**config.mk**
```make
export PLATFORM = sky130hd
export DESIGN_NAME = atm_mul
export DESIGN_NICKNAME = d
export VERILOG_FILES = /design/src/sv/atm_pkg.sv /design/src/sv/atm_mul.sv
export SDC_FILE = /design/constraint.sdc
export NUM_CORES = 2
export LEC_CHECK = 0
export ABC_AREA = 1
export ABC_CLOCK_PERIOD_IN_PS = 16650
export BUFFER_PORTS_ARGS = -buffer_cell sky130_fd_sc_hd__buf_2
export CORE_MARGIN = 2
export CORE_UTILIZATION = 35
export DETAILED_ROUTE_END_ITERATION = 8
export SLEW_MARGIN = 15
export SYNTH_ARGS = -nofsm -noshare
export SYNTH_HDL_FRONTEND = slang
export SYNTH_SLANG_ARGS = --single-unit
```
**constraint.sdc**
```tcl
create_clock -name clk -period 16.65 [get_ports clk]
set_input_delay 3.33 -clock clk [delete_from_list [all_inputs] [get_ports clk]]
set_output_delay 3.33 -clock clk [all_outputs]
set_load 0.02 [all_outputs]
```
**src/sv/atm_pkg.sv**
```systemverilog
// ----------------------------------------------------------------------------
// atm_pkg
// Shared types, opcodes and constants of the affine transform matrix unit.
// ----------------------------------------------------------------------------
package atm_pkg;

  localparam int FRAC_BITS_DEF    = 16;
  localparam int CORDIC_STEPS_DEF = 16;
  localparam int ATAN_COUNT       = 24;

  // 0.6072529 in Q2.30
  localparam logic signed [32:0] CORDIC_GAIN = 33'sd652032874;

  localparam logic [2:0] OP_LOAD   = 3'd0;
  localparam logic [2:0] OP_SCALE  = 3'd1;
  localparam logic [2:0] OP_TRANS  = 3'd2;
  localparam logic [2:0] OP_YAW    = 3'd3;
  localparam logic [2:0] OP_PITCH  = 3'd4;
  localparam logic [2:0] OP_ROLL   = 3'd5;
  localparam logic [2:0] OP_AXIS   = 3'd6;
  localparam logic [2:0] OP_VERTEX = 3'd7;

  // Tag that travels with a product through the multiplier
  typedef struct packed {
    logic       vld;
    logic       first;
    logic       last;
    logic [1:0] row;
    logic [1:0] col;
  } atm_tag_t;

  // Request to the square root / divide unit
  typedef struct packed {
    logic start;
    logic div_mode;
  } atm_sd_req_t;

  // arctan(2^-i) in Q0.32 turns, binary angle units of 2^32 per full turn
  function automatic logic [31:0] atan_val(input logic [4:0] i);
    logic [31:0] v;
    case (i)
      5'd0:    v = 32'd536870912;
      5'd1:    v = 32'd316933406;
      5'd2:    v = 32'd167458907;
      5'd3:    v = 32'd85004756;
      5'd4:    v = 32'd42667331;
      5'd5:    v = 32'd21354465;
      5'd6:    v = 32'd10680350;
      5'd7:    v = 32'd5340245;
      5'd8:    v = 32'd2670163;
      5'd9:    v = 32'd1335087;
      5'd10:   v = 32'd667544;
      5'd11:   v = 32'd333772;
      5'd12:   v = 32'd166886;
      5'd13:   v = 32'd83443;
      5'd14:   v = 32'd41722;
      5'd15:   v = 32'd20861;
      5'd16:   v = 32'd10430;
      5'd17:   v = 32'd5215;
      5'd18:   v = 32'd2608;
      5'd19:   v = 32'd1304;
      5'd20:   v = 32'd652;
      5'd21:   v = 32'd326;
      5'd22:   v = 32'd163;
      5'd23:   v = 32'd81;
      default: v = 32'd0;
    endcase
    return v;
  endfunction

endpackage

```
**src/sv/atm_mul.sv**
```systemverilog
// ----------------------------------------------------------------------------
// atm_mul
// Shared 32x32 signed multiplier: a registered raw product, then from it a
// registered product rounded half up to FRAC_BITS, with a tag riding along.
// ----------------------------------------------------------------------------
module atm_mul import atm_pkg::*; #(
  parameter int FRAC_BITS = FRAC_BITS_DEF
) (
  input  logic                          clk,
  input  logic                          rst_n,
  input  logic signed [31:0]            a,
  input  logic signed [31:0]            b,
  input  atm_tag_t                      tag_i,
  output logic signed [63:0]            prod_o,
  output logic signed [63-FRAC_BITS:0]  rnd_o,
  output atm_tag_t                      tag_o,
  output logic                          busy_o
);

  localparam int RW = 64 - FRAC_BITS;
  localparam logic signed [63:0] HALF = 64'sd1 <<< (FRAC_BITS - 1);

  logic signed [63:0]   prod_r;
  logic signed [RW-1:0] rnd_r;
  atm_tag_t             tag1_r, tag2_r;
  logic signed [63:0]   sum;
  logic signed [63:0]   shd;

  assign sum = prod_r + HALF;
  assign shd = sum >>> FRAC_BITS;

  always_ff @(posedge clk) begin
    prod_r <= a * b;
    rnd_r  <= shd[RW-1:0];
  end

  always_ff @(posedge clk) begin
    if (!rst_n) begin
      tag1_r <= '0;
      tag2_r <= '0;
    end else begin
      tag1_r <= tag_i;
      tag2_r <= tag1_r;
    end
  end

  assign prod_o = prod_r;
  assign rnd_o  = rnd_r;
  assign tag_o  = tag2_r;
  assign busy_o = tag1_r.vld | tag2_r.vld;

endmodule

```
==> qor.yml <==
resize_count_post_cts: 0
fmaxAchievable_mhz: 92.4
cell_type_with_the_highest_occurrence_count_on_the_critical_path: "fa_1"
worst-endpoint-arrival_ns: 11.15
worstHoldPathType: "reg -> reg"
grt_pass1_wl_um: 203000
gpl.final_weighted_congestion: 0.937
endpoint_of_the_worst_setup_timing_path: "prod_o[57]"
synthesis.area_per_instance_um2: 7.83
post_route_hold_slack_ns: 0.412
grt_setup_unrepaired: "false"
synth_fa_ha_area_share_pct: 55.9
clock_transition_at_the_registers_of_the_reported_paths_ns: 0.06
combinational_family_with_the_most_area_after_synthesis: "adder cells"
r2r_end: "rnd_o[44]"
worstPathMaxFanout: 32
worst_setup_path_end_kind: "flop"
drive_gt1_share_pct: 4.90
r2r_slack_ns: 14.47
cts-hold-fix-buffers: 0
grt_antenna_before_repair: 12
timing.rr.start: "prod_o[40]"
final_hpwl_dp_um: 105000
nets: 6832
initial_utilization_pct: 35.3
worst_setup_path_start_kind: "input port"
report.final.slew_viol_count: 0
global_route.overflow_total: 0
critical_path_class: "in -> reg"
core.rowCount: 128
first_iter_violations: 1974
core_area_um2: 122000
cts.sinks: 126
number_of_optimization_iterations_in_the_first_detailed_route_pass: 6
synth_area_in_compound_gates_pct: 1.18
die_h_um: 354
postSynth.asyncResetShare_pct: 0
drcViolationCount: 0
fin_crit_ns: 10.83
post_detailed_route_count_of_antenna_violating_nets: 0
worst_skew_pair.late_latency_ns: 0.44
ys.flop_type: "dfxtp_1"
cts.root.buffer_cell: "clkbuf_16"
outcome: "completed"
max-cap-violations: 0
layout_worst_path_cycle_share_pct: 65.0
cp_data_required_time_ns: 16.97
synth.area.mux_share_pct: 0
die_w_um: 354
timing.critical_path.from: "a[31]"
avgViaCountPerCell: 4.60
number_of_cells_traversed_by_the_worst_register_to_register_path: 6
wl_per_instance_um: 17.4
worst_slew_pin_slew_ns: 1.08
cts_tree: "built"
synth_area_um2: 42900
final.setup_skew_ns: 0.0193
die-area_um2: 125000
largest_net_degree_at_the_start_of_global_routing: 33
slowest_delay_ns: 1.07
synth_fp_nets: 6818
postSynthRegisterBits: 126
wirelength_um: 124000
relSlewSlack_pct: 28.2
timing.setup.tns_ns: 0
n_fill_cell: 12700
yosysWarnings: 0
final-hold-violation-count: 0
io_pins: 193
cts_buffer_depth: 2
cpMaxStageDelayCell: "fa_1"
ys_types: 37
synth_enable_flop_cells: 0
final_cell_count_no_fill: 7134
via_count_of_the_first_global_routing_pass: 36800
buffers_added_on_ports: 192
share_of_the_yosys_chip_area_belonging_to_registers_pct: 5.88
yosys.area_share.simple_pct: 18.1
dp.cells: 7098
synth_xor_xnor_area_share_pct: 1.63
dr_total_vias: 32800
cts_inserted_buffers: 17
final-setup-viol-count: 0
cts-htree-levels: 4
netlist_instances: 5478
finish.utilization_pct: 37.6
synthToLayoutAreaGrowth_pct: 6.72
postCtsSetupRepairBufs: 0
tot_gr_track_use_pct: 20.7
synth_stat cells (20+ instances only):
master	number	area share [%]
a21oi_1	59	0.69
clkbuf_1	193	1.7
dfxtp_1	126	5.9
fa_1	1082	50
ha_1	185	5.4
inv_1	1759	15
nand2_1	1590	14
nand3_1	86	1.0
nand4_1	33	0.48
nor2_1	153	1.3
nor3_1	23	0.27
o21ai_0	20	0.23
xor2_1	64	1.3
critical path, delay by kind of cell:
family,cells,cell delay [ns]
adders and majority gates,9,5.27
buffers and inverters,7,1.32
and+or+nand+nor,9,1.20
stage by stage:
| stage | area (um^2) | worst slack (ns) |
|---|---|---|
| finish | 45800 | 5.82 |
| global route | 45800 | 5.27 |
| global placement | 45200 | 5.50 |
| detailed placement | 45200 | 5.38 |
| CTS | 45800 | 5.80 |
| floorplan | 42900 | 6.67 |
kinds of logic (layout without fill, tap and decap cells):
| family | count (synthesis) | after routing |
|---|---|---|
| buffers and inverters | 1970 | 1997 |
| AO/OA/AOI/OAI | 94 | 94 |
| XOR/XNOR | 79 | 79 |
| flip-flops | 126 | 126 |
| other | 0 | 4 |
| AND/OR/NAND/NOR | 1942 | 1942 |
| adder cells (fa/ha/maj) | 1267 | 1267 |
routing by layer:
layer | vias to the layer above | wire, um | part of all wire [%] | GRT usage [%]
met1 | 16500 | 51300 | 41 | 26.3
met2 | 986 | 61900 | 50 | 36.6
met3 | 276 | 6560 | 5.3 | 2.27
li1 | 15100 | - | - | -
met5 | - | 37 | 0.030 | 0
met4 | 6 | 4490 | 3.6 | 6.87
state kept, by name, indices dropped and copies added (netlist names):
register and count:
prod_o 64, rnd_o 48, tag_o 7, tag1_r 7
worst min path at each step:
stage | start | end | slack, ns | cells past startpoint
after floorplan | tag1_r[1] | tag_o[1] | 0.39 | 2
after global placement | tag1_r[2] | tag_o[2] | 0.39 | 2
after detailed placement | tag1_r[1] | tag_o[1] | 0.40 | 2
after CTS | tag1_r[1] | tag_o[1] | 0.41 | 2
after global routing | tag1_r[5] | tag_o[5] | 0.44 | 2
final | tag1_r[4] | tag_o[4] | 0.41 | 2
placed cells by master (no fill, tap or decap), drive strengths merged:
cell type     n
nand4        33
xnor2        15
clkinvlp      2
clkinv        3
clkbuf       18
dfxtp       126
nand2      1597
nand2b        1
o21ai        20
nor3b         1
o21bai       10
a21o          2
xor2         64
or2           9
and3          1
a21boi        3
nor3         26
buf         203
nand3b        6
and2          1
nand3        89
nor2        162
inv        1767
ha          185
nor4         16
diode         4
fa         1082
a21oi        59
bufinv        4
layout make-up:
| type | instances | area [um^2] | share of cell area [%] |
|---|---|---|---|
| antenna | 4 | 10.0 | 0.0219 |
| timing repair buffer | 203 | 1040 | 2.28 |
| inverter | 1762 | 6610 | 14.4 |
| clock inverter | 14 | 204 | 0.445 |
| sequential | 126 | 2520 | 5.51 |
| multi-input combinational | 3382 | 32900 | 71.9 |
| tap | 1625 | 2030 | 4.44 |
| clock buffer | 18 | 429 | 0.937 |
Power is not shown: default switching activity piles up to over one toggle a cycle in this logic, so the estimate is an artifact.
