**config.mk**
```make
export PLATFORM = sky130hd
export DESIGN_NAME = atm_sqdiv
export DESIGN_NICKNAME = d
export VERILOG_FILES = /design/src/sv/atm_pkg.sv /design/src/sv/atm_sqdiv.sv
export SDC_FILE = /design/constraint.sdc
export NUM_CORES = 1
export LEC_CHECK = 0
export ABC_AREA = 1
export BUFFER_PORTS_ARGS = -buffer_cell sky130_fd_sc_hd__buf_4
export CORE_MARGIN = 2
export CORE_UTILIZATION = 60
export DETAILED_ROUTE_END_ITERATION = 12
export PLACE_DENSITY = 0.84
export RECOVER_POWER = 25
export SLEW_MARGIN = 25
export SYNTH_ARGS = -nofsm -noshare
export SYNTH_HDL_FRONTEND = slang
export SYNTH_SLANG_ARGS = --single-unit
```
**constraint.sdc**
```tcl
create_clock -name clk -period 7.6 [get_ports clk]
set_clock_uncertainty 0.2 [all_clocks]
set_input_delay 1.52 -clock clk [delete_from_list [all_inputs] [get_ports clk]]
set_output_delay 1.52 -clock clk [all_outputs]
set_load 0.01 [all_outputs]
```
**src/sv/atm_pkg.sv**
```systemverilog
// ----------------------------------------------------------------------------
// atm_pkg
// Shared types, opcodes and constants of the affine transform matrix unit.
// ----------------------------------------------------------------------------
package atm_pkg;

  localparam int FRAC_BITS_DEF    = 16;
  localparam int CORDIC_STEPS_DEF = 16;
  localparam int ATAN_COUNT       = 24;

  // 0.6072529 in Q2.30
  localparam logic signed [32:0] CORDIC_GAIN = 33'sd652032874;

  localparam logic [2:0] OP_LOAD   = 3'd0;
  localparam logic [2:0] OP_SCALE  = 3'd1;
  localparam logic [2:0] OP_TRANS  = 3'd2;
  localparam logic [2:0] OP_YAW    = 3'd3;
  localparam logic [2:0] OP_PITCH  = 3'd4;
  localparam logic [2:0] OP_ROLL   = 3'd5;
  localparam logic [2:0] OP_AXIS   = 3'd6;
  localparam logic [2:0] OP_VERTEX = 3'd7;

  // Tag that travels with a product through the multiplier
  typedef struct packed {
    logic       vld;
    logic       first;
    logic       last;
    logic [1:0] row;
    logic [1:0] col;
  } atm_tag_t;

  // Request to the square root / divide unit
  typedef struct packed {
    logic start;
    logic div_mode;
  } atm_sd_req_t;

  // arctan(2^-i) in Q0.32 turns, binary angle units of 2^32 per full turn
  function automatic logic [31:0] atan_val(input logic [4:0] i);
    logic [31:0] v;
    case (i)
      5'd0:    v = 32'd536870912;
      5'd1:    v = 32'd316933406;
      5'd2:    v = 32'd167458907;
      5'd3:    v = 32'd85004756;
      5'd4:    v = 32'd42667331;
      5'd5:    v = 32'd21354465;
      5'd6:    v = 32'd10680350;
      5'd7:    v = 32'd5340245;
      5'd8:    v = 32'd2670163;
      5'd9:    v = 32'd1335087;
      5'd10:   v = 32'd667544;
      5'd11:   v = 32'd333772;
      5'd12:   v = 32'd166886;
      5'd13:   v = 32'd83443;
      5'd14:   v = 32'd41722;
      5'd15:   v = 32'd20861;
      5'd16:   v = 32'd10430;
      5'd17:   v = 32'd5215;
      5'd18:   v = 32'd2608;
      5'd19:   v = 32'd1304;
      5'd20:   v = 32'd652;
      5'd21:   v = 32'd326;
      5'd22:   v = 32'd163;
      5'd23:   v = 32'd81;
      default: v = 32'd0;
    endcase
    return v;
  endfunction

endpackage

```
**src/sv/atm_sqdiv.sv**
```systemverilog
// ----------------------------------------------------------------------------
// atm_sqdiv
// Shared subtract-and-compare unit: a 64-bit integer square root at two bits
// a cycle, or a signed fixed-point divide (num << FRAC_BITS) / den, for |num|
// below 2*den, at one quotient bit a cycle.
// ----------------------------------------------------------------------------
module atm_sqdiv import atm_pkg::*; #(
  parameter int FRAC_BITS = FRAC_BITS_DEF
) (
  input  logic               clk,
  input  logic               rst_n,
  input  atm_sd_req_t        req,
  input  logic [63:0]        rad,
  input  logic signed [31:0] num,
  input  logic [31:0]        den,
  output logic               busy,
  output logic [31:0]        root,
  output logic signed [31:0] quot
);

  localparam logic [5:0] SQ_LAST  = 6'd31;
  localparam logic [5:0] DIV_LAST = 6'(FRAC_BITS);

  logic               busy_r, mode_r, neg_r;
  logic [5:0]         cnt_r;
  logic [35:0]        rem_r;
  logic [31:0]        q_r, den_r;
  logic [63:0]        rad_r;

  logic [31:0]        anum;
  logic [35:0]        op_a, op_b;
  logic [36:0]        diff;
  logic               ge;

  assign anum = num[31] ? (32'd0 - num) : num;

  always_comb begin
    if (mode_r) begin
      op_a = {3'b000, rem_r[31:0], rad_r[63]};
      op_b = {4'b0000, den_r};
    end else begin
      op_a = {rem_r[33:0], rad_r[63:62]};
      op_b = {2'b00, q_r, 2'b01};
    end
    diff = {1'b0, op_a} - {1'b0, op_b};
    ge   = !diff[36];
  end

  always_ff @(posedge clk) begin
    if (!rst_n) begin
      busy_r <= 1'b0;
      cnt_r  <= '0;
    end else if (req.start) begin
      busy_r <= 1'b1;
      cnt_r  <= req.div_mode ? DIV_LAST : SQ_LAST;
    end else if (busy_r) begin
      cnt_r <= cnt_r - 6'd1;
      if (cnt_r == 6'd0) begin
        busy_r <= 1'b0;
      end
    end
  end

  always_ff @(posedge clk) begin
    if (req.start) begin
      mode_r <= req.div_mode;
      q_r    <= '0;
      den_r  <= den;
      neg_r  <= num[31];
      if (req.div_mode) begin
        rem_r <= {5'b00000, anum[31:1]};
        rad_r <= {anum[0], 63'd0};
      end else begin
        rem_r <= '0;
        rad_r <= rad;
      end
    end else if (busy_r) begin
      rem_r <= ge ? diff[35:0] : op_a;
      q_r   <= {q_r[30:0], ge};
      rad_r <= mode_r ? {rad_r[62:0], 1'b0} : {rad_r[61:0], 2'b00};
    end
  end

  assign busy = busy_r;
  assign root = q_r;
  assign quot = neg_r ? (32'sd0 - $signed(q_r)) : $signed(q_r);

endmodule

```
==> flow_summary_export.csv <==
group,metric,value,unit
power_and_ir_drop,power_density,263,nW/um^2
logic_synthesis,synth_seq_cells,171,
global_route,busiest_layer,"met2",
logic_synthesis,synth_compound_area_share,14.0,%
detailed_routing,dr.pass1.iters,6,
global_route,met3_usage,5.60,%
status,outcome,"finished, violations left",
floorplan,core_area,20800,sq um
global_route,grt-ovfl-total,0,
global_route,use_met2,55.9,%
clock_tree,cts.htree.levels,4,
logic_synthesis,yosysSeqAreaShare,37.6,%
floorplan,core.rowCount,53,
logic_synthesis,synth_edf_count,132,
detailed_routing,wl,38.5,mm
detailed_routing,ant_nets,0,
logic_synthesis,synth_xor_area_share,3.67,%
detailed_routing,vias,12798,
logic_synthesis,syn-num-nets,2011,
sta,hold_ws,0.290,ns
worst_setup_path,critPathCaptureType,"register",
detailed_routing,vias_per_cell,5.62,
logic_synthesis,synthAdderAreaFrac,3.92,%
logic_synthesis,synth_top_family_by_area,"simple AND/OR/NAND/NOR gates",
global_route,antenna_found_initial,0,
clock_tree,clkTransAtPathRegs,0.08,ns
floorplan,die_y,149,microns
logic_synthesis,ys.flop_type,"edfxtp_1",
logic_synthesis,synthSimpleGateAreaFrac,29.6,%
logic_synthesis,async_reset_ff_share,0,%
worst_setup_path,startpoint_type,"primary input",
floorplan,pin_count,197,
sta,min_period_over_period,71.0,%
status,violations,"capacitance limit, slew limit",
finish,area_delta_synth_final,16.2,%
sta,worst_pin_slew,2.39,ns
clock_tree,cts-root-buf,"clkbuf_16",
sta,fmax,185,MHz
logic_synthesis,synth_mux_area_share,0.0792,%
place,pre_cts_slack,2.99,ns
sta,period_needed,5.40,ns
floorplan,fp.dieArea,22200,sq um
power_and_ir_drop,clkPwrFrac,23.7,%
power_and_ir_drop,power_frac_comb,44.3,%
power_and_ir_drop,seqPwrFrac,32.0,%
logic_synthesis,syn_inst,1840,
logic_synthesis,synth_area,12600,sq um
clock_tree,cts_buffers,17,
place,dpl_cell_area,14200,sq um
global_route,grt_pass1_vias,11919,
min_path,hold_class,"reg2reg",
worst_setup_path,rr_worst_depth,13,
global_route,grt_max_degree,102,
logic_synthesis,yosysWarnings,0,
detailed_routing,drt_iter0_drc,1158,
min_path,holdPathStages,1,
logic_synthesis,avgSynthCellArea,6.87,sq um
worst_setup_path,critPathKind,"in2reg",
finish,final_cell_area,14700,sq um
finish,layout-drive-gt1-share,12.9,%
clock_tree,cts_resized,0,
global_route,grt_pass1_wl,60.3,mm
place,dp_hpwl,29.2,mm
clock_tree,clk_latency,0.45,ns
worst_setup_path,crit_required,7.79,ns
power_and_ir_drop,swShare,42.6,%
global_route,grt_use_total,34.6,%
power_and_ir_drop,p_leak,7.22,nW
power_and_ir_drop,peakVddDrop,0.146,mV
floorplan,die_w,149,microns
detailed_routing,route.detailed.drc,0,
logic_synthesis,synth_cell_types,50,
power_and_ir_drop,net-switching-power,0.00164,W
worst_setup_path,crit_fanout,40,
sta,slew_headroom,-59.6,%
floorplan,start_util,60.7,%
place,numPortBuffers,196,
sta,fin_setup_tns,0,ns
clock_tree,clockBufferDepth,2,
worst_setup_path,cp.arrival,5.59,ns
finish,antennaDiodeCount,0,
sta,hold_viol,0,
clock_tree,cts_tree,"done",
finish,nNetsFinal,2160,
sta,rsz0062_at_grt,"no",
sta,slew_viol_final,144,
sta,setup_viol,0,
power_and_ir_drop,p_int,0.00221,W
detailed_routing,wire_per_inst,16.9,microns
worst_setup_path,r2r_slack,3.07,ns
place,place.gp.congestion,0.977,
sta,setup_slack,2.20,ns
job,cap_violations,3,
clock_tree,cts_setup_buffers,0,
global_route,use_met1,46.9,%
clock_tree,clock-sinks,171,
clock_tree,cts_hold_buffers,0,
[final timing paths]
path | start | end
hold reg to reg | cnt_r[5] | cnt_r[5]
setup reg to reg | mode_r | rem_r[7]
hold / removal | cnt_r[5] | cnt_r[5]
setup / recovery | req[1] | cnt_r[1]
[layout by cell type, fill, tap and decap left out, drive strengths merged, types with 3 or more instances in the layout]
master	instances
inv	291
nand3	126
o22ai	33
clkinv	7
xnor2	19
nand4	20
nand2	558
edfxtp	132
o21ai	238
buf	143
clkbuf	76
nor3	17
ha	38
xor2	34
a21oi	43
nand3b	7
dfxtp	39
o211ai	4
nor2	125
or2	30
o21bai	3
[synthesized netlist by cell type, types with 5 or more instances]
cell	n	area [sq um]
o21ai_0	231	1160
nand3b_1	7	52.6
xor2_1	34	298
clkbuf_1	42	158
nand3_1	125	626
inv_1	275	1030
buf_1	8	30.0
buf_4	5	37.5
xnor2_1	19	166
nor3_1	16	80.1
o21ai_1	6	30.0
o22ai_1	33	206
edfxtp_1	132	3960
or2_2	30	188
nor2_1	121	454
nand2_1	554	2080
dfxtp_1	39	781
nand4_1	20	125
buf_6	5	56.3
buf_2	12	60.1
ha_1	38	475
a21oi_1	40	200
inv_2	8	30.0
[layer usage]
layer / part of all wire [%] / vias to the layer above
li1: - / 6267
met5: 0 / -
met2: 47 / 543
met3: 7.5 / 78
met1: 42 / 5910
met4: 3.4 / 0
[cell type report]
type	instances	area [sq um]
multi-input cells	1313	6490
fillers	1833	6150
flip-flops and latches	171	4740
repair buffers	202	1400
inverters	284	1070
clock buffers	17	425
well taps	275	344
clock inverters	15	203
[kinds of logic (layout without fill, tap and decap cells)]
| logic type | after synthesis | in the layout |
|---|---|---|
| adders and majority gates | 39 | 39 |
| DFF | 171 | 171 |
| buffers and inverters | 356 | 518 |
| and+or+nand+nor | 889 | 889 |
| xor gates and xnor gates | 53 | 53 |
| AOI/OAI and AO/OA | 331 | 331 |
| muxes | 1 | 1 |
[critical path: stages]
cell	delay (ns)
clkbuf_1	0.80
inv_1	0.21
clkbuf_1	1.47
nand2_2	0.94
o22ai_1	0.42
o21ai_0	0.11
inv_1	0.08
[power groups by stage]
stage	logic [W]	clock network, W	registers [W]
6_report	0.00171	0.000913	0.00123
5_1_grt	0.00190	0.000951	0.00125
4_1_cts	0.00168	0.000912	0.00123
3_5_place_dp	0.00166	0	0.00125
3_3_place_gp	0.00164	0	0.00124
2_1_floorplan	0.00121	0	0.00123
[state kept, by name, summed over array words and instances (netlist names)]
name	cells
mode_r	1
den_r	32
neg_r	1
rad_r	64
busy	1
root	32
cnt_r	6
rem_r	34
[per-stage QoR]
stage | utilization, % | power (W) | cells
after floorplan | - | 0.00244 | 1840
after global placement | 68.0 | 0.00289 | 2245
after detailed placement | 68.0 | 0.00291 | 2245
after CTS | 71.0 | 0.00382 | 2277
after global routing | 70.5 | 0.00410 | 2277
final | 70.5 | 0.00386 | 2277
Note: power is estimated with default switching activity, not from simulation.
