[src/sv/atm_pkg.sv]
// ----------------------------------------------------------------------------
// atm_pkg
// Shared types, opcodes and constants of the affine transform matrix unit.
// ----------------------------------------------------------------------------
package atm_pkg;

  localparam int FRAC_BITS_DEF    = 16;
  localparam int CORDIC_STEPS_DEF = 16;
  localparam int ATAN_COUNT       = 24;

  // 0.6072529 in Q2.30
  localparam logic signed [32:0] CORDIC_GAIN = 33'sd652032874;

  localparam logic [2:0] OP_LOAD   = 3'd0;
  localparam logic [2:0] OP_SCALE  = 3'd1;
  localparam logic [2:0] OP_TRANS  = 3'd2;
  localparam logic [2:0] OP_YAW    = 3'd3;
  localparam logic [2:0] OP_PITCH  = 3'd4;
  localparam logic [2:0] OP_ROLL   = 3'd5;
  localparam logic [2:0] OP_AXIS   = 3'd6;
  localparam logic [2:0] OP_VERTEX = 3'd7;

  // Tag that travels with a product through the multiplier
  typedef struct packed {
    logic       vld;
    logic       first;
    logic       last;
    logic [1:0] row;
    logic [1:0] col;
  } atm_tag_t;

  // Request to the square root / divide unit
  typedef struct packed {
    logic start;
    logic div_mode;
  } atm_sd_req_t;

  // arctan(2^-i) in Q0.32 turns, binary angle units of 2^32 per full turn
  function automatic logic [31:0] atan_val(input logic [4:0] i);
    logic [31:0] v;
    case (i)
      5'd0:    v = 32'd536870912;
      5'd1:    v = 32'd316933406;
      5'd2:    v = 32'd167458907;
      5'd3:    v = 32'd85004756;
      5'd4:    v = 32'd42667331;
      5'd5:    v = 32'd21354465;
      5'd6:    v = 32'd10680350;
      5'd7:    v = 32'd5340245;
      5'd8:    v = 32'd2670163;
      5'd9:    v = 32'd1335087;
      5'd10:   v = 32'd667544;
      5'd11:   v = 32'd333772;
      5'd12:   v = 32'd166886;
      5'd13:   v = 32'd83443;
      5'd14:   v = 32'd41722;
      5'd15:   v = 32'd20861;
      5'd16:   v = 32'd10430;
      5'd17:   v = 32'd5215;
      5'd18:   v = 32'd2608;
      5'd19:   v = 32'd1304;
      5'd20:   v = 32'd652;
      5'd21:   v = 32'd326;
      5'd22:   v = 32'd163;
      5'd23:   v = 32'd81;
      default: v = 32'd0;
    endcase
    return v;
  endfunction

endpackage

[src/sv/atm_cordic.sv]
// ----------------------------------------------------------------------------
// atm_cordic
// Iterative rotation-mode CORDIC: one micro-rotation per cycle in Q2.30,
// then the quadrant is unfolded and the result rounded to FRAC_BITS.
// ----------------------------------------------------------------------------
module atm_cordic import atm_pkg::*; #(
  parameter int FRAC_BITS    = FRAC_BITS_DEF,
  parameter int CORDIC_STEPS = CORDIC_STEPS_DEF
) (
  input  logic               clk,
  input  logic               rst_n,
  input  logic               start,
  input  logic [15:0]        ang,
  output logic               busy,
  output logic signed [31:0] cos_o,
  output logic signed [31:0] sin_o
);

  localparam int NSTEP = (CORDIC_STEPS < ATAN_COUNT) ? CORDIC_STEPS : ATAN_COUNT;
  localparam int SH    = 30 - FRAC_BITS;
  localparam logic [4:0] LAST = 5'(NSTEP - 1);
  localparam logic signed [32:0] RND = 33'sd1 <<< (SH - 1);

  logic               run_r, fin_r, flip_r;
  logic [4:0]         it_r;
  logic signed [32:0] x_r, y_r, z_r;
  logic signed [31:0] cos_r, sin_r;

  logic [31:0]        ua, ua_q, ua2;
  logic               flip;
  logic signed [32:0] dx, dy, at, xf, yf, xr, yr;

  assign ua   = {ang, 16'h0000};
  assign ua_q = ua + 32'h4000_0000;
  assign flip = ua_q[31];
  assign ua2  = flip ? (ua ^ 32'h8000_0000) : ua;

  assign dx = y_r >>> it_r;
  assign dy = x_r >>> it_r;
  assign at = $signed({1'b0, atan_val(it_r)});

  assign xf = flip_r ? -x_r : x_r;
  assign yf = flip_r ? -y_r : y_r;
  assign xr = (xf + RND) >>> SH;
  assign yr = (yf + RND) >>> SH;

  always_ff @(posedge clk) begin
    if (!rst_n) begin
      run_r <= 1'b0;
      fin_r <= 1'b0;
      it_r  <= '0;
    end else if (start) begin
      run_r <= 1'b1;
      fin_r <= 1'b0;
      it_r  <= '0;
    end else if (run_r) begin
      it_r <= it_r + 5'd1;
      if (it_r == LAST) begin
        run_r <= 1'b0;
        fin_r <= 1'b1;
      end
    end else begin
      fin_r <= 1'b0;
    end
  end

  always_ff @(posedge clk) begin
    if (start) begin
      flip_r <= flip;
      x_r    <= CORDIC_GAIN;
      y_r    <= '0;
      z_r    <= $signed({ua2[31], ua2});
    end else if (run_r) begin
      if (!z_r[32]) begin
        x_r <= x_r - dx;
        y_r <= y_r + dy;
        z_r <= z_r - at;
      end else begin
        x_r <= x_r + dx;
        y_r <= y_r - dy;
        z_r <= z_r + at;
      end
    end
    if (fin_r) begin
      cos_r <= xr[31:0];
      sin_r <= yr[31:0];
    end
  end

  assign busy  = run_r | fin_r;
  assign cos_o = cos_r;
  assign sin_o = sin_r;

endmodule

[config.mk]
export PLATFORM = sky130hd
export DESIGN_NAME = atm_cordic
export DESIGN_NICKNAME = d
export VERILOG_FILES = /design/src/sv/atm_pkg.sv /design/src/sv/atm_cordic.sv
export SDC_FILE = /design/constraint.sdc
export NUM_CORES = 1
export LEC_CHECK = 0
export CAP_MARGIN = 25
export CORE_ASPECT_RATIO = 1.5
export CORE_MARGIN = 2
export CORE_UTILIZATION = 45
export DETAILED_ROUTE_END_ITERATION = 10
export DONT_BUFFER_PORTS = 1
export PLACE_DENSITY = 0.58
export SETUP_SLACK_MARGIN = 0.5
export SLEW_MARGIN = 0
export SYNTH_ARGS = -nofsm -noshare
export SYNTH_HDL_FRONTEND = slang
export SYNTH_SLANG_ARGS = --single-unit
[constraint.sdc]
create_clock -name clk -period 18.1 [get_ports clk]
set_input_delay 3.62 -clock clk [delete_from_list [all_inputs] [get_ports clk]]
set_output_delay 3.62 -clock clk [all_outputs]
set_load 0.02 [all_outputs]
==> results.json <==
{
  "status": "complete, no violations",
  "grt_antenna_before_repair": 1,
  "regToRegStartpoint": "it_r[1]$_SDFFE_PP0P_",
  "io_pins": 84,
  "hold_path_class": "reg -> reg",
  "seq_area_sq_um": 4243,
  "drive_gt1_frac": 0.1116,
  "startpoint": "it_r[1]$_SDFFE_PP0P_",
  "wl_per_cell_um": 23.39,
  "vias_per_cell": 6.475,
  "antenna_left": 0,
  "cts_buffer_depth": 2,
  "synth_mux_area_frac": 0.1549,
  "crit_buf_inv": 1,
  "place.gp.congestion": 0.9224,
  "synth_simple_gate_area_share": 0.1811,
  "syn_inst": 2450,
  "yosysUniqueCellTypes": 99,
  "synth_fa_ha_area_frac": 0.07242,
  "synth.most_common_cell": "nand2_1",
  "postCtsResizedCells": 0,
  "synth_top_family_by_area": "compound AO/OA/AOI/OAI gates",
  "netlist_area_sq_um": 20320,
  "cts_max_level": 4,
  "fmax_mhz": 137.6,
  "grt_start_max_net_pins": 112,
  "synthTopCellsByArea": "edfxtp_1 11%, dfxtp_1 10%, mux4_2 10%, ha_1 6.9%, xnor2_1 4.8%",
  "die_y_um": 264.2,
  "routed_wl_um": 68500,
  "coreArea_sq_um": 44690,
  "cpPeakStageDelay_ps": 840,
  "drt_iter0_drc": 1509,
  "dp_hpwl_um": 50330,
  "synth_compound_area_frac": 0.2330,
  "synthXorXnorAreaFrac": 0.09096,
  "via_count": 18970,
  "clock_latency_ps": 480,
  "numCtsBuffers": 17,
  "final.setup.tns_ps": 0,
  "drc_errors": 0,
  "synth_edf_count": 72,
  "ir_drop_mv": 0.06624,
  "grt_pass1_vias": 18700,
  "yosysWarnings": 0,
  "hold_start": "y_r[0]$_SDFFE_PP0P_",
  "initial_core_util": 0.4546,
  "required_ps": 18440,
  "grt_pass1_wl_um": 107200,
  "slowest_stage": "dfxtp_4",
  "power.leakage_nw": 8.333,
  "drv_cap": 0,
  "timing.rr.end": "x_r[32]$_SDFFE_PP0P_",
  "end_kind": "register",
  "holdBufCountCts": 0,
  "yosys-top-cells-count": "235 x nand2_1, 219 x nor2_1, 190 x a21oi_1",
  "drt_first_pass_iters": 5,
  "async_reset_ff_frac": 0,
  "multi_input_area_sq_um": 14880,
  "cpLargestDelayFamily": "multiplexers",
  "power.total_mw": 3.422,
  "ctsRootBufferMaster": "clkbuf_16",
  "finalHoldViolations": 0,
  "ff2ff_setup_slack_ps": 10830,
  "power_per_cell_area_nw_per_um2": 161.3,
  "relSlewSlack": 0.2915,
  "fin_skew_ps": 32.66,
  "cp_max_fo": 67,
  "fin_crit_ps": 7265,
  "track_usage": 0.2953,
  "num-fill-cells": 4410,
  "cp.arrival_ps": 7610,
  "cts_setup_buffers": 0,
  "reg2regPathDepth": 22,
  "synthFlopType": "dfxtp_1",
  "dp_cells": 2893,
  "synth_top_area_frac": 0.1064,
  "cts_tree": "done",
  "overflow": 0,
  "setup_violations": 0,
  "timing.critical_path.from_type": "register",
  "synthesis.nets": 2584,
  "synth_seq_area_share": 0.2079,
  "drv_slew": 0,
  "setup_slack_ps": 10830,
  "num_rows": 95,
  "syn_avg_cell_area_sq_um": 8.293,
  "criticalPathCategory": "reg -> reg",
  "final_cells": 2929,
  "whs_path_depth": 2,
  "pre_cts_ws_ps": 10800,
  "die-area_sq_um": 46900,
  "antenna_cells": 0,
  "io_buffers": 0,
  "die_x_um": 177.5,
  "tightest_slew_ps": 1063,
  "rsz0062_at_grt": "no",
  "crit_chain": "buf_4, mux4_2, mux2_2, mux2i_1, mux2_2, ha_1, nand3_1, nor4_4, and3_1, or3_1, nand3_1, a21boi_0, ha_1, and4_1, a221oi_1, nor2_1, a21oi_1, nand3_1, a21oi_1, o211ai_1, mux2i_1, mux2_1",
  "hold_end": "y_r[0]$_SDFFE_PP0P_",
  "path_common_cell": "nand3_1",
  "area_growth_pct": 4.409,
  "cts.sinks": 175,
  "synth_area_leader_cell": "edfxtp_1",
  "clkSlewWorstSetupHoldPaths_ps": 70,
  "synth_seq_cells": 175,
  "fin_nets": 2468,
  "finalCritPeriodShare": 0.4014
}
-- cell usage in the layout (no fill, tap or decap), drive strengths merged, types with 35 or more instances in the layout --
| cell | synthesis | final |
|---|---|---|
| a211oi | 37 | 37 |
| a21o | 45 | 45 |
| a21oi | 191 | 191 |
| a31oi | 40 | 40 |
| buf | 84 | 56 |
| dfxtp | 103 | 103 |
| edfxtp | 72 | 72 |
| ha | 112 | 112 |
| inv | 64 | 73 |
| mux2 | 36 | 36 |
| mux2i | 71 | 71 |
| mux4 | 90 | 90 |
| nand2 | 235 | 235 |
| nand3 | 48 | 48 |
| nor2 | 219 | 219 |
| nor3 | 60 | 60 |
| o21a | 35 | 35 |
| o21ai | 142 | 142 |
| xnor2 | 112 | 112 |
| xor2 | 99 | 99 |
-- report_power, final --
part	switching, mW	total [mW]	internal, mW
clock	0.198	0.396	0.199
sequential	0.170	0.690	0.520
combinational	1.34	2.34	0.997
total	1.71	3.42	1.72
-- cell families (layout without fill, tap and decap cells) --
kind of cell | after synthesis | in the layout
mux | 197 | 197
xor+xnor | 211 | 211
compound gates | 721 | 721
flops | 175 | 175
simple gates | 772 | 772
fa+ha+maj | 116 | 116
buf+inv | 258 | 155
-- sequential cells by signal, summed over array words and instances, names as in the netlist --
signal	flops
y_r	33
sin_o	19
flip_r	1
it_r	5
run_r	1
fin_r	1
cos_o	19
z_r	33
at	30
x_r	33
-- worst max-delay path by stage --
stage                                       to  cells after the start
after floorplan           y_r[32]$_SDFFE_PP0P_                     24
after global placement    y_r[32]$_SDFFE_PP0P_                     22
after detailed placement  y_r[32]$_SDFFE_PP0P_                     22
after CTS                 y_r[32]$_SDFFE_PP0P_                     22
after global routing      x_r[32]$_SDFFE_PP0P_                     22
final                     x_r[32]$_SDFFE_PP0P_                     22
-- worst min-delay path: stages, from the launching register on --
cell      delay (ps)
dfxtp_1          350
nor2_1           100
a211oi_1          50
-- stage by stage --
stage	hold slack [ps]	area, sq um	utilization
after floorplan	477.9	20320	-
after global placement	517.1	20500	0.4587
after detailed placement	530.2	20560	0.4600
after CTS	538.8	21150	0.4733
after global routing	557.0	21210	0.4746
final	539.5	21210	0.4746
-- metal layers --
| layer | part of all wire | GRT usage |
|---|---|---|
| met1 | 0.37 | 0.3257 |
| met2 | 0.51 | 0.5250 |
| met3 | 0.054 | 0.03944 |
| met4 | 0.072 | 0.1899 |
| met5 | 0 | 0 |
-- cell type report --
cell class	count	area share
inverter	67	0.01186
tap	582	0.03433
multi-input combinational	2017	0.7014
sequential	175	0.2000
clock inverter	14	0.007845
timing repair buffer	56	0.02430
clock buffer	18	0.02023
No activity file was read; power rests on OpenSTA's default activity.
